### src/hw/rtl/pfi_pkg.sv
// ----------------------------------------------------------------------------
// pfi_pkg
// Shared types, codes, constants and helpers of the particle force integrator:
// command and register codes, controller states, control bundle, saturation.
// ----------------------------------------------------------------------------
package pfi_pkg;

  // Word formats
  localparam int WORD_W            = 32;
  localparam int DT_W              = 16;
  localparam int STEP_FRAC         = 16;
  localparam int PROD_W            = 64;
  localparam int WIDE_W            = 66;
  localparam int AXES              = 3;
  localparam int AXIS_W            = 2;
  localparam int CMD_W             = 2;
  localparam int CFG_IDX_W         = 3;
  localparam int FRACTION_BITS_DEF = 16;

  localparam logic [WORD_W-1:0] INV_MASS_RST  = 32'd65536;
  localparam logic [DT_W-1:0]   TIME_STEP_RST = 16'd655;

  // Item commands
  typedef enum logic [CMD_W-1:0] {
    CMD_ADD     = 2'd0,
    CMD_STEP    = 2'd1,
    CMD_RESTART = 2'd2,
    CMD_HOLD    = 2'd3
  } pfi_cmd_code_t;

  // Configuration register indexes
  typedef enum logic [CFG_IDX_W-1:0] {
    CFG_INV_MASS  = 3'd0,
    CFG_TIME_STEP = 3'd1,
    CFG_START_PX  = 3'd2,
    CFG_START_PY  = 3'd3,
    CFG_START_PZ  = 3'd4,
    CFG_START_VX  = 3'd5,
    CFG_START_VY  = 3'd6,
    CFG_START_VZ  = 3'd7
  } pfi_cfg_idx_t;

  // Controller states
  typedef enum logic [3:0] {
    ST_IDLE,
    ST_ADD,
    ST_LOAD,
    ST_MUL_ACC,
    ST_ACC,
    ST_MUL_DV,
    ST_DV,
    ST_MUL_HALF,
    ST_MUL_VT,
    ST_POS,
    ST_DONE
  } pfi_state_t;

  // Multiplier operand pairs
  typedef enum logic [1:0] {
    MSEL_FORCE = 2'd0,   // force * inverse mass
    MSEL_ACC   = 2'd1,   // acceleration * time step
    MSEL_DV    = 2'd2,   // delta velocity * time step
    MSEL_VEL   = 2'd3    // new velocity * time step
  } pfi_msel_t;

  // Commands from controller to datapath
  typedef struct packed {
    logic              latch_in;
    logic              add_force;
    logic              load_start;
    logic              mul_en;
    pfi_msel_t         msel;
    logic              acc_en;
    logic              dv_en;
    logic              half_en;
    logic              pos_en;
    logic              out_load;
    logic [AXIS_W-1:0] axis;
  } pfi_ctrl_t;

  // Clamp a wide signed value to the signed word range
  function automatic logic signed [WORD_W-1:0] sat_word(input logic signed [WIDE_W-1:0] x);
    logic signed [WIDE_W-1:0] hi;
    logic signed [WIDE_W-1:0] lo;
    hi = {{(WIDE_W-WORD_W+1){1'b0}}, {(WORD_W-1){1'b1}}};
    lo = ~hi;
    if (x > hi) begin
      sat_word = hi[WORD_W-1:0];
    end else if (x < lo) begin
      sat_word = lo[WORD_W-1:0];
    end else begin
      sat_word = x[WORD_W-1:0];
    end
  endfunction

endpackage

### src/hw/rtl/pfi_ctrl.sv
// ----------------------------------------------------------------------------
// pfi_ctrl
// Controller: accepts items, sequences the shared multiplier over the three
// axes for an integration step and hands results to the output register.
// ----------------------------------------------------------------------------
module pfi_ctrl (
  input  logic                       clk,
  input  logic                       rst_n,
  input  logic                       in_valid,
  output logic                       in_ready,
  input  logic [pfi_pkg::CMD_W-1:0]  in_command,
  output logic                       out_valid,
  input  logic                       out_ready,
  output pfi_pkg::pfi_ctrl_t         ctrl
);

  pfi_pkg::pfi_state_t             state_r, state_nxt;
  logic [pfi_pkg::AXIS_W-1:0]      axis_r, axis_nxt;
  logic                            out_valid_r, out_valid_nxt;
  pfi_pkg::pfi_cmd_code_t          cmd_code;

  assign cmd_code  = pfi_pkg::pfi_cmd_code_t'(in_command);
  assign out_valid = out_valid_r;

  // State, axis and output-valid registers
  always_ff @(posedge clk) begin
    if (!rst_n) begin
      state_r     <= pfi_pkg::ST_IDLE;
      axis_r      <= '0;
      out_valid_r <= 1'b0;
    end else begin
      state_r     <= state_nxt;
      axis_r      <= axis_nxt;
      out_valid_r <= out_valid_nxt;
    end
  end

  // Next state and datapath commands
  always_comb begin
    state_nxt       = state_r;
    axis_nxt        = axis_r;
    in_ready        = 1'b0;
    ctrl            = '0;
    ctrl.msel       = pfi_pkg::MSEL_FORCE;
    ctrl.axis       = axis_r;

    unique case (state_r)
      pfi_pkg::ST_IDLE: begin
        in_ready = 1'b1;
        if (in_valid) begin
          ctrl.latch_in = 1'b1;
          unique case (cmd_code)
            pfi_pkg::CMD_ADD:     state_nxt = pfi_pkg::ST_ADD;
            pfi_pkg::CMD_STEP: begin
              state_nxt = pfi_pkg::ST_MUL_ACC;
              axis_nxt  = '0;
            end
            pfi_pkg::CMD_RESTART: state_nxt = pfi_pkg::ST_LOAD;
            pfi_pkg::CMD_HOLD:    state_nxt = pfi_pkg::ST_DONE;
            default:              state_nxt = pfi_pkg::ST_DONE;
          endcase
        end
      end
      pfi_pkg::ST_ADD: begin
        ctrl.add_force = 1'b1;
        state_nxt      = pfi_pkg::ST_DONE;
      end
      pfi_pkg::ST_LOAD: begin
        ctrl.load_start = 1'b1;
        state_nxt       = pfi_pkg::ST_DONE;
      end
      pfi_pkg::ST_MUL_ACC: begin
        ctrl.mul_en = 1'b1;
        ctrl.msel   = pfi_pkg::MSEL_FORCE;
        state_nxt   = pfi_pkg::ST_ACC;
      end
      pfi_pkg::ST_ACC: begin
        ctrl.acc_en = 1'b1;
        state_nxt   = pfi_pkg::ST_MUL_DV;
      end
      pfi_pkg::ST_MUL_DV: begin
        ctrl.mul_en = 1'b1;
        ctrl.msel   = pfi_pkg::MSEL_ACC;
        state_nxt   = pfi_pkg::ST_DV;
      end
      pfi_pkg::ST_DV: begin
        ctrl.dv_en = 1'b1;
        state_nxt  = pfi_pkg::ST_MUL_HALF;
      end
      pfi_pkg::ST_MUL_HALF: begin
        ctrl.mul_en = 1'b1;
        ctrl.msel   = pfi_pkg::MSEL_DV;
        state_nxt   = pfi_pkg::ST_MUL_VT;
      end
      pfi_pkg::ST_MUL_VT: begin
        ctrl.mul_en  = 1'b1;
        ctrl.msel    = pfi_pkg::MSEL_VEL;
        ctrl.half_en = 1'b1;
        state_nxt    = pfi_pkg::ST_POS;
      end
      pfi_pkg::ST_POS: begin
        ctrl.pos_en = 1'b1;
        if (axis_r == pfi_pkg::AXIS_W'(pfi_pkg::AXES - 1)) begin
          state_nxt = pfi_pkg::ST_DONE;
        end else begin
          axis_nxt  = axis_r + 1'b1;
          state_nxt = pfi_pkg::ST_MUL_ACC;
        end
      end
      pfi_pkg::ST_DONE: begin
        // Wait for the output register to free up
        if (!out_valid_r || out_ready) begin
          ctrl.out_load = 1'b1;
          state_nxt     = pfi_pkg::ST_IDLE;
        end
      end
      default: state_nxt = pfi_pkg::ST_IDLE;
    endcase
  end

  // Output valid: set on load, drop when taken
  always_comb begin
    if (ctrl.out_load) begin
      out_valid_nxt = 1'b1;
    end else if (out_ready) begin
      out_valid_nxt = 1'b0;
    end else begin
      out_valid_nxt = out_valid_r;
    end
  end

  // Checks
  a_axis_range: assert property (@(posedge clk) disable iff (!rst_n)
    axis_r != 2'd3)
    else $error("axis counter out of range");

  a_step_start: assert property (@(posedge clk) disable iff (!rst_n)
    (in_valid && in_ready && cmd_code == pfi_pkg::CMD_STEP)
      |=> (state_r == pfi_pkg::ST_MUL_ACC && axis_r == '0))
    else $error("step did not start at first axis");

  a_last_axis: assert property (@(posedge clk) disable iff (!rst_n)
    (state_r == pfi_pkg::ST_POS && axis_r == 2'd2) |=> state_r == pfi_pkg::ST_DONE)
    else $error("step did not finish after last axis");

  a_load_free: assert property (@(posedge clk) disable iff (!rst_n)
    ctrl.out_load |-> (!out_valid_r || out_ready))
    else $error("output register overwritten while full");

  a_load_valid: assert property (@(posedge clk) disable iff (!rst_n)
    ctrl.out_load |=> out_valid_r)
    else $error("loaded result not presented");

endmodule

### src/hw/rtl/pfi_datapath.sv
// ----------------------------------------------------------------------------
// pfi_datapath
// Datapath: configuration registers, force/velocity/position state, one
// shared registered multiplier with rounding and saturation, output register.
// ----------------------------------------------------------------------------
module pfi_datapath #(
  parameter int FRACTION_BITS = pfi_pkg::FRACTION_BITS_DEF
) (
  input  logic                                clk,
  input  logic                                rst_n,
  input  logic                                cfg_we,
  input  logic [pfi_pkg::CFG_IDX_W-1:0]       cfg_index,
  input  logic [pfi_pkg::WORD_W-1:0]          cfg_wdata,
  input  logic signed [pfi_pkg::WORD_W-1:0]   in_force_x,
  input  logic signed [pfi_pkg::WORD_W-1:0]   in_force_y,
  input  logic signed [pfi_pkg::WORD_W-1:0]   in_force_z,
  input  pfi_pkg::pfi_ctrl_t                  ctrl,
  output logic signed [pfi_pkg::WORD_W-1:0]   out_pos_x,
  output logic signed [pfi_pkg::WORD_W-1:0]   out_pos_y,
  output logic signed [pfi_pkg::WORD_W-1:0]   out_pos_z,
  output logic signed [pfi_pkg::WORD_W-1:0]   out_vel_x,
  output logic signed [pfi_pkg::WORD_W-1:0]   out_vel_y,
  output logic signed [pfi_pkg::WORD_W-1:0]   out_vel_z
);

  localparam int W  = pfi_pkg::WORD_W;
  localparam int PW = pfi_pkg::PROD_W;
  localparam int XW = pfi_pkg::WIDE_W;
  localparam logic signed [PW:0] HALF_FB   = (PW+1)'(1) <<< (FRACTION_BITS - 1);
  localparam logic signed [PW:0] HALF_STEP = (PW+1)'(1) <<< (pfi_pkg::STEP_FRAC - 1);
  localparam logic signed [PW:0] HALF_HALF = (PW+1)'(1) <<< pfi_pkg::STEP_FRAC;

  // Configuration
  logic [W-1:0]              inv_mass_r;
  logic [pfi_pkg::DT_W-1:0]  time_step_r;
  logic signed [W-1:0]       start_pos_r [pfi_pkg::AXES];
  logic signed [W-1:0]       start_vel_r [pfi_pkg::AXES];

  // Particle state
  logic signed [W-1:0]       force_r [pfi_pkg::AXES];
  logic signed [W-1:0]       vel_r   [pfi_pkg::AXES];
  logic signed [W-1:0]       pos_r   [pfi_pkg::AXES];

  // Working registers
  logic signed [W-1:0]       in_force_r [pfi_pkg::AXES];
  logic signed [W-1:0]       acc_r;
  logic signed [W-1:0]       dv_r;
  logic signed [W-1:0]       half_r;
  logic signed [PW-1:0]      prod_r;
  logic signed [W-1:0]       out_pos_r [pfi_pkg::AXES];
  logic signed [W-1:0]       out_vel_r [pfi_pkg::AXES];

  // Multiplier and rounding
  logic signed [W-1:0]       mul_a;
  logic signed [W:0]         mul_b;
  logic signed [PW-1:0]      prod_nxt;
  logic signed [PW:0]        prod_ext;
  logic signed [PW:0]        rnd_fb;
  logic signed [PW:0]        rnd_step;
  logic signed [PW:0]        rnd_half;
  logic signed [W-1:0]       acc_nxt;
  logic signed [W-1:0]       vel_nxt;
  logic signed [W-1:0]       pos_nxt;
  logic signed [W-1:0]       force_nxt [pfi_pkg::AXES];
  logic signed [W-1:0]       cur_force;
  logic signed [W-1:0]       cur_vel;
  logic signed [W-1:0]       cur_pos;

  assign cur_force = force_r[ctrl.axis];
  assign cur_vel   = vel_r[ctrl.axis];
  assign cur_pos   = pos_r[ctrl.axis];

  // Select multiplier operands
  always_comb begin
    mul_b = $signed({1'b0, {(W-pfi_pkg::DT_W){1'b0}}, time_step_r});
    unique case (ctrl.msel)
      pfi_pkg::MSEL_FORCE: begin
        mul_a = cur_force;
        mul_b = $signed({1'b0, inv_mass_r});
      end
      pfi_pkg::MSEL_ACC: mul_a = acc_r;
      pfi_pkg::MSEL_DV:  mul_a = dv_r;
      pfi_pkg::MSEL_VEL: mul_a = cur_vel;
      default:           mul_a = acc_r;
    endcase
  end

  assign prod_nxt = PW'(mul_a) * PW'(mul_b);

  // Round half up, then floor by arithmetic shift
  assign prod_ext = {prod_r[PW-1], prod_r};
  assign rnd_fb   = (prod_ext + HALF_FB) >>> FRACTION_BITS;
  assign rnd_step = (prod_ext + HALF_STEP) >>> pfi_pkg::STEP_FRAC;
  assign rnd_half = (prod_ext + HALF_HALF) >>> (pfi_pkg::STEP_FRAC + 1);

  assign acc_nxt = pfi_pkg::sat_word(XW'(rnd_fb));
  assign vel_nxt = pfi_pkg::sat_word(XW'(cur_vel) + XW'($signed(rnd_step[W-1:0])));
  assign pos_nxt = pfi_pkg::sat_word(XW'(cur_pos) + XW'($signed(rnd_step[W-1:0]))
                                     - XW'(half_r));

  // Saturating force accumulation, all axes at once
  always_comb begin
    for (int i = 0; i < pfi_pkg::AXES; i++) begin
      force_nxt[i] = pfi_pkg::sat_word(XW'(force_r[i]) + XW'(in_force_r[i]));
    end
  end

  // Configuration registers
  always_ff @(posedge clk) begin
    if (!rst_n) begin
      inv_mass_r  <= pfi_pkg::INV_MASS_RST;
      time_step_r <= pfi_pkg::TIME_STEP_RST;
      for (int i = 0; i < pfi_pkg::AXES; i++) begin
        start_pos_r[i] <= '0;
        start_vel_r[i] <= '0;
      end
    end else if (cfg_we) begin
      unique case (pfi_pkg::pfi_cfg_idx_t'(cfg_index))
        pfi_pkg::CFG_INV_MASS:  inv_mass_r     <= cfg_wdata;
        pfi_pkg::CFG_TIME_STEP: time_step_r    <= cfg_wdata[pfi_pkg::DT_W-1:0];
        pfi_pkg::CFG_START_PX:  start_pos_r[0] <= $signed(cfg_wdata);
        pfi_pkg::CFG_START_PY:  start_pos_r[1] <= $signed(cfg_wdata);
        pfi_pkg::CFG_START_PZ:  start_pos_r[2] <= $signed(cfg_wdata);
        pfi_pkg::CFG_START_VX:  start_vel_r[0] <= $signed(cfg_wdata);
        pfi_pkg::CFG_START_VY:  start_vel_r[1] <= $signed(cfg_wdata);
        pfi_pkg::CFG_START_VZ:  start_vel_r[2] <= $signed(cfg_wdata);
        default:                inv_mass_r     <= inv_mass_r;
      endcase
    end
  end

  // Particle state: add, restart, per-axis integrate
  always_ff @(posedge clk) begin
    if (!rst_n) begin
      for (int i = 0; i < pfi_pkg::AXES; i++) begin
        force_r[i] <= '0;
        vel_r[i]   <= '0;
        pos_r[i]   <= '0;
      end
    end else begin
      if (ctrl.add_force) begin
        for (int i = 0; i < pfi_pkg::AXES; i++) begin
          force_r[i] <= force_nxt[i];
        end
      end
      if (ctrl.load_start) begin
        for (int i = 0; i < pfi_pkg::AXES; i++) begin
          force_r[i] <= '0;
          vel_r[i]   <= start_vel_r[i];
          pos_r[i]   <= start_pos_r[i];
        end
      end
      if (ctrl.dv_en) begin
        vel_r[ctrl.axis] <= vel_nxt;
      end
      if (ctrl.pos_en) begin
        pos_r[ctrl.axis]   <= pos_nxt;
        force_r[ctrl.axis] <= '0;
      end
    end
  end

  // Input capture, multiplier pipeline and intermediate terms
  always_ff @(posedge clk) begin
    if (ctrl.latch_in) begin
      in_force_r[0] <= in_force_x;
      in_force_r[1] <= in_force_y;
      in_force_r[2] <= in_force_z;
    end
    if (ctrl.mul_en) begin
      prod_r <= prod_nxt;
    end
    if (ctrl.acc_en) begin
      acc_r <= acc_nxt;
    end
    if (ctrl.dv_en) begin
      dv_r <= rnd_step[W-1:0];
    end
    if (ctrl.half_en) begin
      half_r <= rnd_half[W-1:0];
    end
  end

  // Output register: snapshot position and velocity
  always_ff @(posedge clk) begin
    if (ctrl.out_load) begin
      for (int i = 0; i < pfi_pkg::AXES; i++) begin
        out_pos_r[i] <= pos_r[i];
        out_vel_r[i] <= vel_r[i];
      end
    end
  end

  assign out_pos_x = out_pos_r[0];
  assign out_pos_y = out_pos_r[1];
  assign out_pos_z = out_pos_r[2];
  assign out_vel_x = out_vel_r[0];
  assign out_vel_y = out_vel_r[1];
  assign out_vel_z = out_vel_r[2];

endmodule

### src/hw/rtl/particle_force_integrator_unit.sv
// ----------------------------------------------------------------------------
// particle_force_integrator_unit
// Point-mass integrator in three axes, signed fixed point: accumulates force,
// takes trapezoidal-rule steps, restarts from programmed start values.
// ----------------------------------------------------------------------------
//  Channel   Direction  Handshake          Payload
//  in_       input      in_valid/in_ready  in_command, in_force_x/y/z
//  out_      output     out_valid/out_ready out_pos_x/y/z, out_vel_x/y/z
//  cfg_      input      cfg_we             cfg_index, cfg_wdata
//
//  Add-force and restart pass through ST_ADD or ST_LOAD before the result
//  load, the unused command goes straight to it; a step works each axis in
//  turn on the single shared multiplier (four products per axis, each
//  registered and then rounded) between acceptance and result load.
//  One item is in work at a time; a finished result sits in the output
//  register while the next transaction is accepted and processed.
//  A stalled output holds the controller in ST_DONE, the next result in the
//  particle state, until the output register is taken. Synchronous reset
//  clears the particle state and restores configuration register defaults.
// ----------------------------------------------------------------------------
module particle_force_integrator_unit #(
  parameter int FRACTION_BITS = pfi_pkg::FRACTION_BITS_DEF
) (
  input  logic                                clk,
  input  logic                                rst_n,
  input  logic                                in_valid,
  output logic                                in_ready,
  input  logic [pfi_pkg::CMD_W-1:0]           in_command,
  input  logic signed [pfi_pkg::WORD_W-1:0]   in_force_x,
  input  logic signed [pfi_pkg::WORD_W-1:0]   in_force_y,
  input  logic signed [pfi_pkg::WORD_W-1:0]   in_force_z,
  output logic                                out_valid,
  input  logic                                out_ready,
  output logic signed [pfi_pkg::WORD_W-1:0]   out_pos_x,
  output logic signed [pfi_pkg::WORD_W-1:0]   out_pos_y,
  output logic signed [pfi_pkg::WORD_W-1:0]   out_pos_z,
  output logic signed [pfi_pkg::WORD_W-1:0]   out_vel_x,
  output logic signed [pfi_pkg::WORD_W-1:0]   out_vel_y,
  output logic signed [pfi_pkg::WORD_W-1:0]   out_vel_z,
  input  logic                                cfg_we,
  input  logic [pfi_pkg::CFG_IDX_W-1:0]       cfg_index,
  input  logic [pfi_pkg::WORD_W-1:0]          cfg_wdata
);

  pfi_pkg::pfi_ctrl_t ctrl;

  // Sequencer
  pfi_ctrl u_ctrl (
    .clk        (clk),
    .rst_n      (rst_n),
    .in_valid   (in_valid),
    .in_ready   (in_ready),
    .in_command (in_command),
    .out_valid  (out_valid),
    .out_ready  (out_ready),
    .ctrl       (ctrl)
  );

  // Arithmetic and state
  pfi_datapath #(
    .FRACTION_BITS (FRACTION_BITS)
  ) u_datapath (
    .clk        (clk),
    .rst_n      (rst_n),
    .cfg_we     (cfg_we),
    .cfg_index  (cfg_index),
    .cfg_wdata  (cfg_wdata),
    .in_force_x (in_force_x),
    .in_force_y (in_force_y),
    .in_force_z (in_force_z),
    .ctrl       (ctrl),
    .out_pos_x  (out_pos_x),
    .out_pos_y  (out_pos_y),
    .out_pos_z  (out_pos_z),
    .out_vel_x  (out_vel_x),
    .out_vel_y  (out_vel_y),
    .out_vel_z  (out_vel_z)
  );

endmodule
### config.mk
export PLATFORM = sky130hd
export DESIGN_NAME = particle_force_integrator_unit
export DESIGN_NICKNAME = d
export VERILOG_FILES = /design/src/hw/rtl/pfi_pkg.sv /design/src/hw/rtl/pfi_ctrl.sv /design/src/hw/rtl/pfi_datapath.sv /design/src/hw/rtl/particle_force_integrator_unit.sv
export SDC_FILE = /design/constraint.sdc
export NUM_CORES = 2
export LEC_CHECK = 0
export ABC_AREA = 0
export ABC_CLOCK_PERIOD_IN_PS = 13930
export BUFFER_PORTS_ARGS = -buffer_cell sky130_fd_sc_hd__buf_2
export CAP_MARGIN = 0
export CORE_ASPECT_RATIO = 1.4
export CORE_UTILIZATION = 45
export CTS_CLUSTER_SIZE = 40
export DETAILED_ROUTE_END_ITERATION = 10
export PLACE_DENSITY = 0.6
export SYNTH_ARGS = -nofsm -noshare
export SYNTH_HDL_FRONTEND = slang
export SYNTH_SLANG_ARGS = --single-unit
export TNS_END_PERCENT = 100
### constraint.sdc
create_clock -name clk -period 13.93 [get_ports clk]
set_clock_uncertainty 0.15 [all_clocks]
set_input_delay 1.393 -clock clk [delete_from_list [all_inputs] [get_ports clk]]
set_output_delay 1.393 -clock clk [all_outputs]
set_load 0.005 [all_outputs]
==> run metrics <==
Total GRT Usage 32.4%; Async S/R FF share, synth 0%; die footprint 186000 um^2; Startpoint Class register; Sink Count 1034; postcts setup bufs 0; Final period util 84.4%; WS Path Type reg -> reg; ratio of cells with drive above 1 in the final layout 10.2%; Setup TNS 0 ns; Synth Cell Area 82800 um^2; CTS Buffer Depth 3; post-CTS sizing 0; max_cap viols 0; syn_nets 9379; Die W 365 um; DR pass1 iterations 9; register share of total power 23.3%; DR vias 62600; Static Leak 39.0 nW; TritonCTS Buffers 97; Syn Area/Cell 10.5 um^2; post-route core utilization 49.9%; worst hold start u_datapath.pos_r[1][24]$_DFFE_PP_; Fin. Hold Viols 0; Synth area leader edfxtp_1; Hold Path Cell Cnt 0; Critical Path Sink Type register; WP data arrival 12.08 ns; final net count 9527; core area 182000 um^2; total grt overflow 0; top cell type's share of synthesized area 32.0%; wire length per cell 28.7 um; outcome complete, no violations; Via density 5.94; clock-pin slew on the worst setup and hold paths 0.07 ns; vias in the first global route 63400; Post-route DRC 0; Gate Count Post-Synth 7854; worst reg-to-reg path cell count 28; Seq/Total Area, Yosys 35.7%; H-tree levels 3; commonest register cell after synthesis edfxtp_1; Starting DRT DRC Count 5615; FMAX 85.1 MHz; slowest CP cell nand2_2; Filler cells 16600; row count 185; Tightest Pin Transition 1.39 ns; Worst Hold Path EP u_datapath.out_pos_r[0][56]$_DFFE_PP_; Seq cells post-synth 1034; most used cell, CP fa_1; Detailed Place HPWL 229000 um; routed length on met3 23100 um; pwr/cell area 229 nW/um^2; Clock Power Share 13.4%; Switch Pwr 10.7 mW; Switching Share 51.4%; Final Critical Period 11.76 ns; internal power 10.1 mW; Unique masters post-synth 87; CTS root buf clkbuf_16; CP required 14.25 ns; Gate power share 63.3%; fin. max-slew vios 0; cts hold-fix bufs 0; highest routed layer met5; RSZ-0062 raised after global routing no; non-filler instance count after layout 10500; initial antenna violation count 18; CP max stage delay 1.00 ns; final wirelength 302000 um; number of synthesized flops with an enable pin 881; Design Power 20.8 mW; CTS tree built; Initial Utilization 45.4%; endpoints failing setup 0; area growth from synthesis to layout 9.74%; Ys Warns 0; first-pass GRT wire length 431000 um; RePlAce Congestion 1.02; Synth area leaders edfxtp_1, fa_1, ha_1; final antenna-violating net count 0; met2 routed WL 143000 um; PortBufs 331; R2R setup slack 2.17 ns; Max FO, Critical Path 40; type of the most critical hold path reg -> reg; Clock Latency Late Sink 0.73 ns; R2R Path Start u_ctrl.state_r[2]$_SDFFE_PN0P_; IO Pins 332; maximum vdd ir drop 0.262 mV; Crit Reg-Reg Endpoint u_datapath.prod_r[48]$_DFFE_PP_; largest net degree at the start of global routing 87; DP Cell Count 10300; die height 510 um; DRT met1 WL 111000 um; Max-slew headroom 6.31%
## critical path: cells and delay by family, from the launching register on
family,cells,cell delay [ns]
adders and majority gates,9,4.71
AOI/OAI and AO/OA,9,2.43
and+or+nand+nor,3,1.85
buffers and inverters,6,1.44
DFF,1,0.79
xor gates and xnor gates,1,0.10
## power by group through the flow
stage,Combinational [mW],Sequential [mW],Clock (mW)
global placement,12.8,4.90,0
CTS,13.0,4.85,2.82
detailed placement,12.9,4.91,0
global route,14.2,4.90,2.91
finish,13.2,4.86,2.78
floorplan,8.41,4.68,0
## kinds of logic (layout without fill, tap and decap cells)
group,Yosys count,in the layout,share of synthesized area [%]
AOI/OAI and AO/OA,1294,1294,11.0
muxes,121,121,2.44
adders and majority gates,1388,1388,29.4
other,0,15,0
DFF,1034,1034,35.7
and+or+nand+nor,2217,2217,11.7
xor gates and xnor gates,252,252,2.67
buffers and inverters,1548,1781,7.06
## worst max-delay path by stage
stage                                        start                                    to  slack [ns]  cells past startpoint
floorplan                                out_ready  u_datapath.out_pos_r[0][0]$_DFFE_PP_        3.05                      2
global placement    u_ctrl.state_r[2]$_SDFFE_PN0P_       u_datapath.prod_r[48]$_DFFE_PP_        2.43                     28
detailed placement  u_ctrl.state_r[2]$_SDFFE_PN0P_       u_datapath.prod_r[48]$_DFFE_PP_        2.41                     28
CTS                 u_ctrl.state_r[2]$_SDFFE_PN0P_       u_datapath.prod_r[48]$_DFFE_PP_        2.40                     28
global route        u_ctrl.state_r[2]$_SDFFE_PN0P_       u_datapath.prod_r[48]$_DFFE_PP_        1.84                     28
finish              u_ctrl.state_r[2]$_SDFFE_PN0P_       u_datapath.prod_r[48]$_DFFE_PP_        2.17                     28
## final cells by class
type	count	area, um^2	share of cell area (%)
multi-input combinational	5272	47900	52.7
clock inverter	67	756	0.832
clock buffer	117	2550	2.81
antenna	15	37.5	0.0413
sequential	1034	29500	32.5
inverter	1112	4180	4.60
tap	2431	3040	3.35
timing repair buffer	485	2840	3.12
## cells in the final DEF, fill, tap and decap left out, types with 98 or more instances in the layout
master     count
a21o_1       150
a21oi_1      255
a221o_1      211
and2_1       101
buf_2        331
buf_4        152
clkbuf_16     98
dfxtp_1      151
edfxtp_1     881
fa_1         932
ha_1         455
inv_1       1111
nand2_1      838
nor2_1       790
o21ai_0      214
xnor2_1      146
xor2_1       102
## flip-flops by register name, summed over array words and instances (netlist names), 49 cells and up, named ones only
signal	flops
u_datapath.in_force_r	96
u_datapath.prod_r	49
u_datapath.start_vel_r	96
u_datapath.out_vel_r	96
u_datapath.force_r	96
u_datapath.start_pos_r	96
u_datapath.vel_r	128
u_datapath.out_pos_r	96
u_datapath.pos_r	128
## cell usage after synthesis, types with 26 or more instances
cell and n:
o21ai_1 27, clkbuf_1 386, nor2_1 799, dfxtp_1 153, nand4_1 89, xnor2_1 150, a221oi_1 40, a211oi_1 38
ha_1 455, nor2b_1 34, xor2_1 102, a311oi_1 29, nor3_1 40, mux4_2 64, a21oi_1 258, o21bai_1 30
o21ai_0 242, buf_1 26, edfxtp_1 881, a21boi_0 52, nand2b_1 84, a21o_1 150, nand3_1 92, and2_1 103
a221o_1 211, o21a_1 43, mux2i_1 53, fa_1 932, inv_1 1111, nand2_1 839, and3_1 56
## metrics by stage
step / hold WS, ns / setup slack, ns / area [um^2]
after floorplan: 0.271 / 3.05 / 82800
after global placement: 0.276 / 2.43 / 87500
after detailed placement: 0.283 / 2.41 / 87500
after CTS: 0.278 / 2.40 / 90800
after global routing: 0.302 / 1.84 / 90800
final: 0.280 / 2.17 / 90900
## metal layers
layer	track usage, %	up-vias
li1	-	26700
met1	39.2	31900
met2	53.3	3125
met3	4.68	840
met4	22.9	14
met5	0	-
No activity file was read; power rests on OpenSTA's default activity.
